File: config.mk
export PLATFORM = sky130hd
export DESIGN_NAME = best_fit_span_allocator_unit
export DESIGN_NICKNAME = d
export VERILOG_FILES = /design/src/sv/bfsa_pkg.sv /design/src/sv/best_fit_span_allocator_unit.sv /design/src/sv/bfsa_eval.sv
export SDC_FILE = /design/constraint.sdc
export NUM_CORES = 2
export LEC_CHECK = 0
export BUFFER_PORTS_ARGS = -buffer_cell sky130_fd_sc_hd__buf_2
export CAP_MARGIN = 40
export CORE_AREA = 2 2 660 662
export DETAILED_ROUTE_END_ITERATION = 16
export DIE_AREA = 0 0 662 664
export SLEW_MARGIN = 15
export SYNTH_ARGS = -nofsm -noshare
export SYNTH_HDL_FRONTEND = slang
export SYNTH_SLANG_ARGS = --single-unit
File: constraint.sdc
create_clock -name clk -period 20.7 [get_ports clk]
set_clock_uncertainty 0.15 [all_clocks]
set_input_delay 1.035 -clock clk [delete_from_list [all_inputs] [get_ports clk]]
set_output_delay 1.035 -clock clk [all_outputs]
set_load 0.1 [all_outputs]
File: src/sv/bfsa_pkg.sv
`timescale 1ns / 1ps
package bfsa_pkg;
  localparam logic [1:0] ST_OK      = 2'd0;
  localparam logic [1:0] ST_FULL    = 2'd1;
  localparam logic [1:0] ST_BLOCKS  = 2'd2;
  localparam logic [1:0] ST_UNKNOWN = 2'd3;
  localparam logic REQ_ALLOC = 1'b0;
  localparam logic REQ_FREE  = 1'b1;
  localparam int SIZE_W = 29;
  localparam int END_W  = 30;
  localparam int ALIGN_W = 17;
  localparam int BLK_W = 4;
  localparam int VAL_W = 31;
  // new block sizes are rounded up to a multiple of this power of two
  localparam int BLOCK_ALIGN = 4096;

  // start is as wide as stop: merged or split spans can begin past 2^29
  typedef struct packed {
    logic [BLK_W-1:0]  blk;
    logic [END_W-1:0]  start;
    logic [END_W-1:0]  stop;
  } span_t;

  // candidate evaluation result from the shared compare unit
  typedef struct packed {
    logic              fits;
    logic [VAL_W-1:0]  al;
    logic [VAL_W-1:0]  waste;
    logic              adj_lo;
    logic              adj_hi;
  } eval_t;
endpackage

File: src/sv/best_fit_span_allocator_unit.sv
`timescale 1ns / 1ps
// Best-fit free-span allocator. A request is taken when start is high and busy
// is low; one result comes back on done for a single cycle and cannot be
// stalled. A request on a non-empty table scans the span table one entry per
// cycle through one shared evaluation unit; when a span is reused or freed it
// then rewrites the table with a read state and a write state per entry, since
// the table read data is registered. A free of an unknown block skips the scan.
// busy drops in the cycle done is high, so the next request can be taken at
// the edge that ends that cycle.
module best_fit_span_allocator_unit #(
  parameter int MAX_SPANS   = 64,
  parameter int MAX_BLOCKS  = 16
) (
  input  logic        clk,
  input  logic        rst,
  input  logic        psel,
  input  logic        penable,
  input  logic        pwrite,
  input  logic [0:0]  paddr,
  input  logic [31:0] pwdata,
  output logic [31:0] prdata,
  output logic        pready,
  input  logic        start,
  output logic        busy,
  input  logic        req_type,
  input  logic [28:0] size,
  input  logic [16:0] align,
  input  logic [3:0]  free_block,
  input  logic [28:0] free_offset,
  output logic        done,
  output logic [1:0]  status,
  output logic [3:0]  block_index,
  output logic [28:0] offset,
  output logic        opened_block,
  output logic [29:0] opened_size
);
  localparam int IW = $clog2(MAX_SPANS);
  localparam int CW = $clog2(MAX_SPANS + 1);
  localparam int BW = $clog2(MAX_BLOCKS + 1);
  localparam int VW = bfsa_pkg::VAL_W;

  localparam logic [3:0] S_IDLE = 4'd0, S_RD = 4'd1, S_SCAN = 4'd2, S_DEC = 4'd3,
    S_MV_RD = 4'd4, S_MV_WR = 4'd5, S_APP1 = 4'd6, S_APP2 = 4'd7, S_DONE = 4'd8,
    S_OPEN = 4'd9, S_OPEN2 = 4'd10;

  logic [3:0] state;
  bfsa_pkg::span_t mem [MAX_SPANS];
  bfsa_pkg::span_t rdata;
  logic [IW-1:0] raddr;
  logic wen;
  logic [IW-1:0] waddr;
  bfsa_pkg::span_t wdata;

  logic [28:0] dflt;
  logic [CW-1:0] span_count, idx, wptr;
  logic [BW-1:0] block_count;
  logic rq;
  logic [28:0] rsize;
  logic [16:0] ralign;
  logic [3:0] rblk;
  logic [VW-1:0] fs, fe;
  logic found;
  logic [IW-1:0] best;
  logic [VW-1:0] best_al, best_waste;
  bfsa_pkg::span_t best_span;
  logic [VW-1:0] bsize;
  bfsa_pkg::eval_t ev;
  logic [MAX_SPANS-1:0] keep;
  logic lead, trail;
  logic [VW-1:0] aend;

  always_ff @(posedge clk) begin
    if (wen) mem[waddr] <= wdata;
    rdata <= mem[raddr];
  end

  bfsa_eval u_eval (
    .span(rdata), .size(rsize), .align(ralign), .fblk(rblk), .fs(fs), .fe(fe), .res(ev)
  );

  assign pready = 1'b1;
  assign prdata = {3'd0, dflt};
  assign busy = (state != S_IDLE);

  always_comb begin
    aend = best_al + VW'(rsize);
    lead = best_al > VW'(best_span.start);
    trail = aend < VW'(best_span.stop);
  end

  logic [VW:0] want, want_max, rounded;
  always_comb begin
    want = (VW+1)'(rsize) + (VW+1)'(ralign);
    want_max = ((VW+1)'(dflt) > want) ? (VW+1)'(dflt) : want;
    rounded = (want_max + (VW+1)'(bfsa_pkg::BLOCK_ALIGN - 1))
              & ~((VW+1)'(bfsa_pkg::BLOCK_ALIGN - 1));
  end

  always_ff @(posedge clk) begin
    wen <= 1'b0;
    done <= 1'b0;
    if (rst) begin
      state <= S_IDLE;
      span_count <= '0;
      block_count <= '0;
      dflt <= 29'd1048576;
      idx <= '0;
      raddr <= '0;
    end else begin
      if (psel && penable && pwrite && paddr == 1'b0) dflt <= pwdata[28:0];
      unique case (state)
        S_IDLE: if (start) begin
          rq <= req_type; rsize <= size; ralign <= align; rblk <= free_block;
          fs <= VW'(free_offset);
          fe <= VW'(free_offset) + VW'(size);
          found <= 1'b0;
          best_waste <= '1;
          idx <= '0;
          raddr <= '0;
          status <= bfsa_pkg::ST_OK; block_index <= '0; offset <= '0;
          opened_block <= 1'b0; opened_size <= '0;
          keep <= '0;
          if (req_type == bfsa_pkg::REQ_FREE &&
              {{BW{1'b0}}, free_block} >= {4'd0, block_count}) begin
            status <= bfsa_pkg::ST_UNKNOWN;
            state <= S_DONE;
          end else if (span_count == '0) state <= S_DEC;
          else state <= S_RD;
        end
        S_RD: begin
          raddr <= IW'(idx + 1'b1);
          state <= S_SCAN;
        end
        S_SCAN: begin
          if (rq == bfsa_pkg::REQ_ALLOC) begin
            if (ev.fits && ev.waste < best_waste) begin
              found <= 1'b1; best <= IW'(idx); best_al <= ev.al;
              best_waste <= ev.waste; best_span <= rdata;
            end
          end else begin
            // merge order matters: later adjacencies see the grown region
            if (ev.adj_lo) fs <= VW'(rdata.start);
            else if (ev.adj_hi) fe <= VW'(rdata.stop);
            else keep[IW'(idx)] <= 1'b1;
          end
          raddr <= IW'(idx + 2'd2);
          idx <= idx + 1'b1;
          if (idx + 1'b1 == span_count) state <= S_DEC;
        end
        S_DEC: begin
          idx <= '0; wptr <= '0; raddr <= '0;
          if (rq == bfsa_pkg::REQ_ALLOC) begin
            if (found) begin
              if ((span_count - 1'b1 + CW'(lead) + CW'(trail)) > CW'(MAX_SPANS)) begin
                status <= bfsa_pkg::ST_FULL; state <= S_DONE;
              end else begin
                block_index <= best_span.blk; offset <= best_al[28:0];
                keep <= ~({{(MAX_SPANS-1){1'b0}}, 1'b1} << best);
                state <= S_MV_RD;
              end
            end else state <= S_OPEN;
          end else if (span_count == CW'(MAX_SPANS) && &keep) begin
            // full table and nothing merged: no room for the freed span
            status <= bfsa_pkg::ST_FULL; state <= S_DONE;
          end else begin
            state <= (span_count == '0) ? S_APP1 : S_MV_RD;
          end
        end
        S_OPEN: begin
          bsize <= rounded[VW-1:0];
          state <= S_OPEN2;
        end
        S_OPEN2: begin
          if (block_count >= BW'(MAX_BLOCKS)) begin
            status <= bfsa_pkg::ST_BLOCKS; state <= S_DONE;
          end else if (VW'(rsize) < bsize && span_count >= CW'(MAX_SPANS)) begin
            status <= bfsa_pkg::ST_FULL; state <= S_DONE;
          end else begin
            block_index <= 4'(block_count); offset <= '0;
            opened_block <= 1'b1; opened_size <= bsize[29:0];
            block_count <= block_count + 1'b1;
            if (VW'(rsize) < bsize) begin
              wen <= 1'b1; waddr <= IW'(span_count);
              wdata <= '{blk: 4'(block_count), start: bfsa_pkg::END_W'(rsize),
                         stop: bsize[29:0]};
              span_count <= span_count + 1'b1;
            end
            state <= S_DONE;
          end
        end
        S_MV_RD: state <= S_MV_WR;
        S_MV_WR: begin
          // compaction: read at idx, write kept entries at wptr
          if (keep[IW'(idx)]) begin
            wen <= 1'b1; waddr <= IW'(wptr); wdata <= rdata;
            wptr <= wptr + 1'b1;
          end
          if (idx + 1'b1 == span_count) begin
            state <= S_APP1;
          end else begin
            raddr <= IW'(idx + 1'b1);
            idx <= idx + 1'b1;
            state <= S_MV_RD;
          end
        end
        S_APP1: begin
          if (rq == bfsa_pkg::REQ_FREE) begin
            wen <= 1'b1; waddr <= IW'(wptr);
            wdata <= '{blk: rblk, start: fs[29:0], stop: fe[29:0]};
            span_count <= wptr + 1'b1;
            state <= S_DONE;
          end else begin
            if (lead) begin
              wen <= 1'b1; waddr <= IW'(wptr);
              wdata <= '{blk: best_span.blk, start: best_span.start, stop: best_al[29:0]};
              wptr <= wptr + 1'b1;
            end
            state <= S_APP2;
          end
        end
        S_APP2: begin
          if (trail) begin
            wen <= 1'b1; waddr <= IW'(wptr);
            wdata <= '{blk: best_span.blk, start: aend[29:0], stop: best_span.stop};
          end
          span_count <= wptr + CW'(trail);
          state <= S_DONE;
        end
        S_DONE: begin
          done <= 1'b1;
          state <= S_IDLE;
        end
        default: state <= S_IDLE;
      endcase
    end
  end

`ifndef ASSERT_OFF
  a_count_bound: assert property (@(posedge clk) disable iff (rst)
    span_count <= CW'(MAX_SPANS)) else $error("span count overflow");
  a_blocks_bound: assert property (@(posedge clk) disable iff (rst)
    block_count <= BW'(MAX_BLOCKS)) else $error("block count overflow");
  a_done_idle: assert property (@(posedge clk) disable iff (rst)
    done |-> state == S_IDLE) else $error("done outside idle");
  a_open_ok: assert property (@(posedge clk) disable iff (rst)
    done && opened_block |-> status == bfsa_pkg::ST_OK) else $error("open with error");
`endif
endmodule

File: src/sv/bfsa_eval.sv
`timescale 1ns / 1ps
// Shared per-entry unit: align-up, fit test, waste, and adjacency for free.
module bfsa_eval (
  input  bfsa_pkg::span_t                 span,
  input  logic [bfsa_pkg::SIZE_W-1:0]     size,
  input  logic [bfsa_pkg::ALIGN_W-1:0]    align,
  input  logic [bfsa_pkg::BLK_W-1:0]      fblk,
  input  logic [bfsa_pkg::VAL_W-1:0]      fs,
  input  logic [bfsa_pkg::VAL_W-1:0]      fe,
  output bfsa_pkg::eval_t                 res
);
  logic [bfsa_pkg::ALIGN_W-1:0] am;
  logic [bfsa_pkg::VAL_W-1:0] sum, ext_end, ext_start;
  logic [bfsa_pkg::VAL_W:0] aend;

  always_comb begin
    am = (align == '0) ? '0 : align - 1'b1;
    ext_start = bfsa_pkg::VAL_W'(span.start);
    ext_end = bfsa_pkg::VAL_W'(span.stop);
    sum = ext_start + bfsa_pkg::VAL_W'(am);
    res.al = sum & ~bfsa_pkg::VAL_W'(am);
    aend = {1'b0, res.al} + (bfsa_pkg::VAL_W+1)'(size);
    res.fits = aend <= {1'b0, ext_end};
    res.waste = ext_end - ext_start - bfsa_pkg::VAL_W'(size);
    res.adj_lo = (span.blk == fblk) && (ext_end == fs);
    res.adj_hi = (span.blk == fblk) && (ext_start == fe);
  end
endmodule
# Word level (Yosys, flattened, before mapping)
# Memory sizes are Yosys's and may differ from the RTL's. A register that Yosys moved wholly into a read port is not among the register bits.
# Cells that the tools add are included.
totals:
  reg_bits: 532
  latch_bits: 0
  mem_bits_rw: 4096
  mem_bits_ro: 0
  input_bits: 119
  output_inout_bits: 101
  elab_cells: 272
  mem_count: 1
classes:
  n_addsub: 18
  multipliers: 0
  div_mod_pow: 0
  magnitude_cmp: 12
  n_eq_ne: 41
  shift: 1
  mux: 115
  bitwise_logic: 9
  n_reduce_logical: 42
mem_list:
  columns: ["memory", "words", "width", "read_ports", "rd_ports_with_merged_regs", "wr", "line_no", "text"]
  rows:
  - ["mem", 64, 64, 1, 1, 1, "best_fit_span_allocator_unit.sv:47", "bfsa_pkg::span_t mem [MAX_SPANS];"]
ops:
  columns: ["operator", "count"]
  rows:
  - ["$mux W64", 14]
  - ["$mux W31", 10]
  - ["$pmux W64 S4", 1]
  - ["$pmux W64 S3", 1]
  - ["$pmux W31 S2", 3]
  - ["$mux W29", 6]
  - ["$mux W30", 4]
  - ["$pmux W29 S3", 1]
  - ["$not A64 Y64", 1]
  - ["$or A64 B64 Y64", 1]
  - ["$reduce_and A64 Y1", 1]
  - ["$shl A1 B6 Y64 const A", 1]
  - ["$mux W7", 9]
  - ["$eq A30 B31 Y1", 2]
  - ["$pmux W30 S2", 1]
  - ["$mux W4", 14]
  - ["$mux W6", 9]
  - ["$ne A2 B2 Y1 const B", 21]
  - ["$pmux W7 S3", 2]
  - ["$pmux W4 S9", 1]
  - ["$add A31 B29 Y32", 1]
  - ["$le A32 B30 Y1", 1]
  - ["$add A30 B12 Y31 const B", 1]
  - ["$add A30 B17 Y31", 1]
  - ["other kinds (62)", 131]

# Logic depth before layout (Yosys ltp)
logic_depth:
  depth_word: 10
  ltp_mapped: 41
  depth_no_buf: 40

# Modules after synthesis
# Synthesis repeated with hierarchy kept, for this count alone.
unflattened:
  cells_unflattened: 10143
  hier_area_um2: 195292.3
modules_own_cells:
  columns: ["module", "n_inst", "cells_each", "area_per_inst_um2", "seq_area_each_um2"]
  rows:
  - ["best_fit_span_allocator_unit", 1, 9112, 187892.7, 139233.5]
  - ["bfsa_eval", 1, 1031, 7399.6, 0.0]

# Least setup slack after synthesis
# OpenSTA, ideal clock, no wires.
synth_path:
  kind: "register to register"
  start: "register ralign[0]"
  end: "register best[0], enable pin"
  setup_time_ns: 0.616
  arrival_ns: 13.168
  required_ns: 19.934
  path_slack_ns: 6.766
  stages_incl_launch_ff: 39
  path_buffers: 1
  synth_period_minus_slack_ns: 13.934
  cell_sequence: "edfxtp_1 -> inv_1 -> ha_1 -> nor3b_1 -> nand3_1 -> nor3_1 -> clkbuf_1 -> nor3_1 -> fa_1 -> a221oi_1 -> o31ai_1 -> a31o_2 -> o31a_1 -> o2111a_1 -> or3_1 -> maj3_1 -> xnor2_1 -> nor2_1 -> [3 not listed] -> a21oi_1 -> nor2_1 -> a2111oi_0 -> a21boi_0 -> o21ai_1 -> o21bai_1 -> a21oi_1 -> xnor2_1 -> ha_1 -> nand3_1 -> nor2_1 -> nand2_1 -> nor4_1 -> nand3_1 -> o21ai_0 -> o21ai_0 -> a21o_2 -> nor4_2"
synth_rtl:
  columns: ["element", "line_no", "text"]
  rows:
  - ["start, declared", "best_fit_span_allocator_unit.sv:59", "logic [16:0] ralign;"]
  - ["start signal, assigned", "best_fit_span_allocator_unit.sv:113", "rq <= req_type; rsize <= size; ralign <= align; rblk <= free_block;"]
  - ["end signal, assigned", "best_fit_span_allocator_unit.sv:137", "found <= 1'b1; best <= IW'(idx); best_al <= ev.al;"]
  - ["end, declared", "best_fit_span_allocator_unit.sv:63", "logic [IW-1:0] best;"]

==> results.toml <==
[status]
outcome = "complete, no violations"

[worst_hold_path]
hp-class = "in2reg"

[cells_and_area]
area.growth.synth_to_final_pct = 13.64
layout-drive-gt1-share_pct = 25.63
layout_common_cells = "4,554 x edfxtp_1, 1,360 x mux4_2, 469 x clkbuf_16, 352 x a21oi_1, 350 x o21ai_0"
finish.net_count = 11030
design_area_um2 = 220500
post-route-util_pct = 50.97
final_common_cell = "edfxtp_1"

[worst_setup_path]
r2r-end = "best_al[2]"
arrival_ns = 12.76
critPathKind = "reg2reg"
slowest_stage = "buf_4"
worst_path_dominant_cell_family = "compound AO/OA/AOI/OAI gates"
crit_path_max_incr_delay_ns = 0.77
rrSetupSlack_ns = 8.42
reg2reg_from = "ralign[0]"
start_kind = "flop"
endpoint_kind = "flop"
ff2ff_path_depth = 41
cp_max_fo = 53
path_depth = 41
critical_path_required_ns = 21.18
startpoint = "ralign[0]"
crit_path_end = "best_al[2]"
worst-path-buf-inv = 5

[clocking]
root_buffer = "clkbuf_16"
postCtsHoldBufs = 7
postCtsSetupBuffers = 0
cts_buffer_depth = 4
cts.sink_count = 4678
cts_inserted_buffers = 464
insertion_delay_ns = 1.02
cts_tree = "yes"
cts.clk_slew.worst_paths_ns = 0.06
cts_max_level = 5
cts_resized = 0

[sta]
worst_slew_pin_slew_ns = 0.9592
fin_crit_ns = 12.28
hold_ws_ns = 0.08754
hold_violations = 0
finalCritPeriodShare_pct = 59.33
rsz0062_at_grt = "false"
setup_viol = 0
maxSlewHeadroom_pct = 36.05
final.setup.tns_ns = 0
report.final.slew_viol_count = 0
clock.fmax_mhz = 81.43

[floorplan]
die_h_um = 664
core_area_um2 = 432700
start_util_pct = 44.85
io_pins = 220
rows = 242
die_area_um2 = 439600
die_x_um = 662

[power_and_ir_drop]
p_clk_share_pct = 29.9
p_comb_share_pct = 30.2
power_switching_mw = 8.769
intPower_mw = 19.14
power_density_nw_per_um2 = 126.5
ir_drop_uv = 91.37
p_leak_nw = 70.51
switching_share_pct = 31.42
seqPwrFrac_pct = 39.8

[run]
maxCapViolations = 0

[drt]
viasPerCell = 6.284
drt_iter0_drc = 14020
dr.pass1.iters = 6
wl_um = 589600
ant_nets = 0
vias = 104800
remaining_drc_errors = 0
wire_per_inst_um = 35.35

[global_route]
grt_overflow = 0
grt_max_degree = 144
track_usage_pct = 26.57
antenna_found_initial = 53
grt_pass1_vias = 103100
grt_pass1_wl_um = 816000

[place]
hpwlAfterDp_um = 368700
place_congestion = 0.9268
io_buffers = 200
place_area_um2 = 205100

[synth]
synth_cells = 9897
ys_warn_count = 0
async_reset_ff_share_pct = 0
synth_edf_count = 4554
yosysSeqAreaShare_pct = 71.74
synth_ff_type = "edfxtp_1"
netlist_area_um2 = 194100
synth_cell_types = 106
syn_avg_cell_area_um2 = 19.61
synth_seq_cells = 4678
[sequential cells by signal, summed over array words and instances (netlist names), 5 cells and up]
signal / cells
wptr: 7
rdata: 64
waddr: 6
rsize: 29
opened_size: 18
best_al: 31
idx: 7
best_span: 64
raddr: 6
mem: 4096
dflt: 29
fe: 30
bsize: 19
block_count: 5
best: 6
best_waste: 31
wdata: 64
offset: 29
span_count: 7
keep: 64
fs: 30
ralign: 17
[cell families (layout without fill, tap and decap cells)]
family	Yosys count	count (layout)	synth area share [%]
flops	4678	4678	71.74
mux	1438	1438	16.19
simple gates	1219	1219	3.081
compound gates	1140	1140	3.601
buf+inv	765	1771	1.548
fa+ha+maj	383	383	2.601
xor+xnor	272	272	1.235
other cells	2	46	0.003870
[worst min-delay path by stage]
stage                         start       endpoint  slack, ns  cells past startpoint
final                      size[22]      rsize[22]       0.09                      1
after global routing      align[16]     ralign[16]       0.05                      1
after CTS                  align[0]      ralign[0]       0.01                      1
after detailed placement  rdata[61]  best_span[61]       0.35                      0
after global placement    rdata[61]  best_span[61]       0.34                      0
after floorplan              idx[3]        best[3]       0.26                      0
[stage by stage]
stage / power [mW] / cells / setup WS [ns]
floorplan: 16.99 / 9912 / 6.766
global placement: 19.50 / 15710 / 7.949
detailed placement: 19.66 / 15780 / 8.421
CTS: 27.97 / 16640 / 8.420
global route: 28.97 / 16670 / 7.614
finish: 27.91 / 16680 / 8.419
[synthesized netlist by cell type (15+ instances only)]
master    count  area, µm²
nand4_1      60      375.4
nor3_1       73      365.4
nor2_1      314       1179
buf_4        18      135.1
inv_1       279       1047
o21ai_0     351       1757
o21a_1       33      247.7
and3_1       20      125.1
o21bai_1     26      195.2
nand2b_1     65      406.6
or3_1        21      131.4
a21oi_1     353       1767
nor2b_1      46      287.8
dfxtp_1     124       2482
mux2i_1      75      750.7
nor4_1       35      219.0
or2_2        20      125.1
nand3_1     104      520.5
and2_1       61      381.6
a31oi_1      19      118.9
o22ai_1      43      269.0
a21o_1      102      765.7
ha_1        345       4317
edfxtp_1   4554     136800
xnor2_1     165       1445
nand2_1     332       1246
xor2_1      105      919.6
a211oi_1     27      202.7
fa_1         35      700.7
clkbuf_1    362       1359
o211ai_1     15      112.6
buf_1        96      360.4
a21boi_0     15      112.6
mux4_2     1360      30630
[layer usage]
metal | track usage [%] | part of all wire [%]
met1 | 37.39 | 40
met2 | 42.64 | 48
met3 | 4.135 | 8.8
met4 | 8.788 | 3.7
met5 | 0 | 0.021
[power by group through the flow]
stage | sequential, mW | clock [mW] | combinational, mW
detailed placement | 11.3 | 0 | 8.36
floorplan | 11.3 | 0 | 5.70
finish | 11.1 | 8.35 | 8.44
global route | 11.1 | 8.82 | 9.02
CTS | 11.1 | 8.47 | 8.39
global placement | 11.3 | 0 | 8.19
[layout make-up]
type / count / area, µm²
Inverter: 281 / 1055
Clock buffer: 584 / 12310
Sequential cell: 4678 / 139300
Clock inverter: 265 / 2648
Tap cell: 5734 / 7174
Multi-Input combinational cell: 4469 / 52470
Antenna cell: 29 / 72.57
Fill cell: 34180 / 212100
Timing Repair Buffer: 641 / 5555
(Power assumes the default switching activity.)
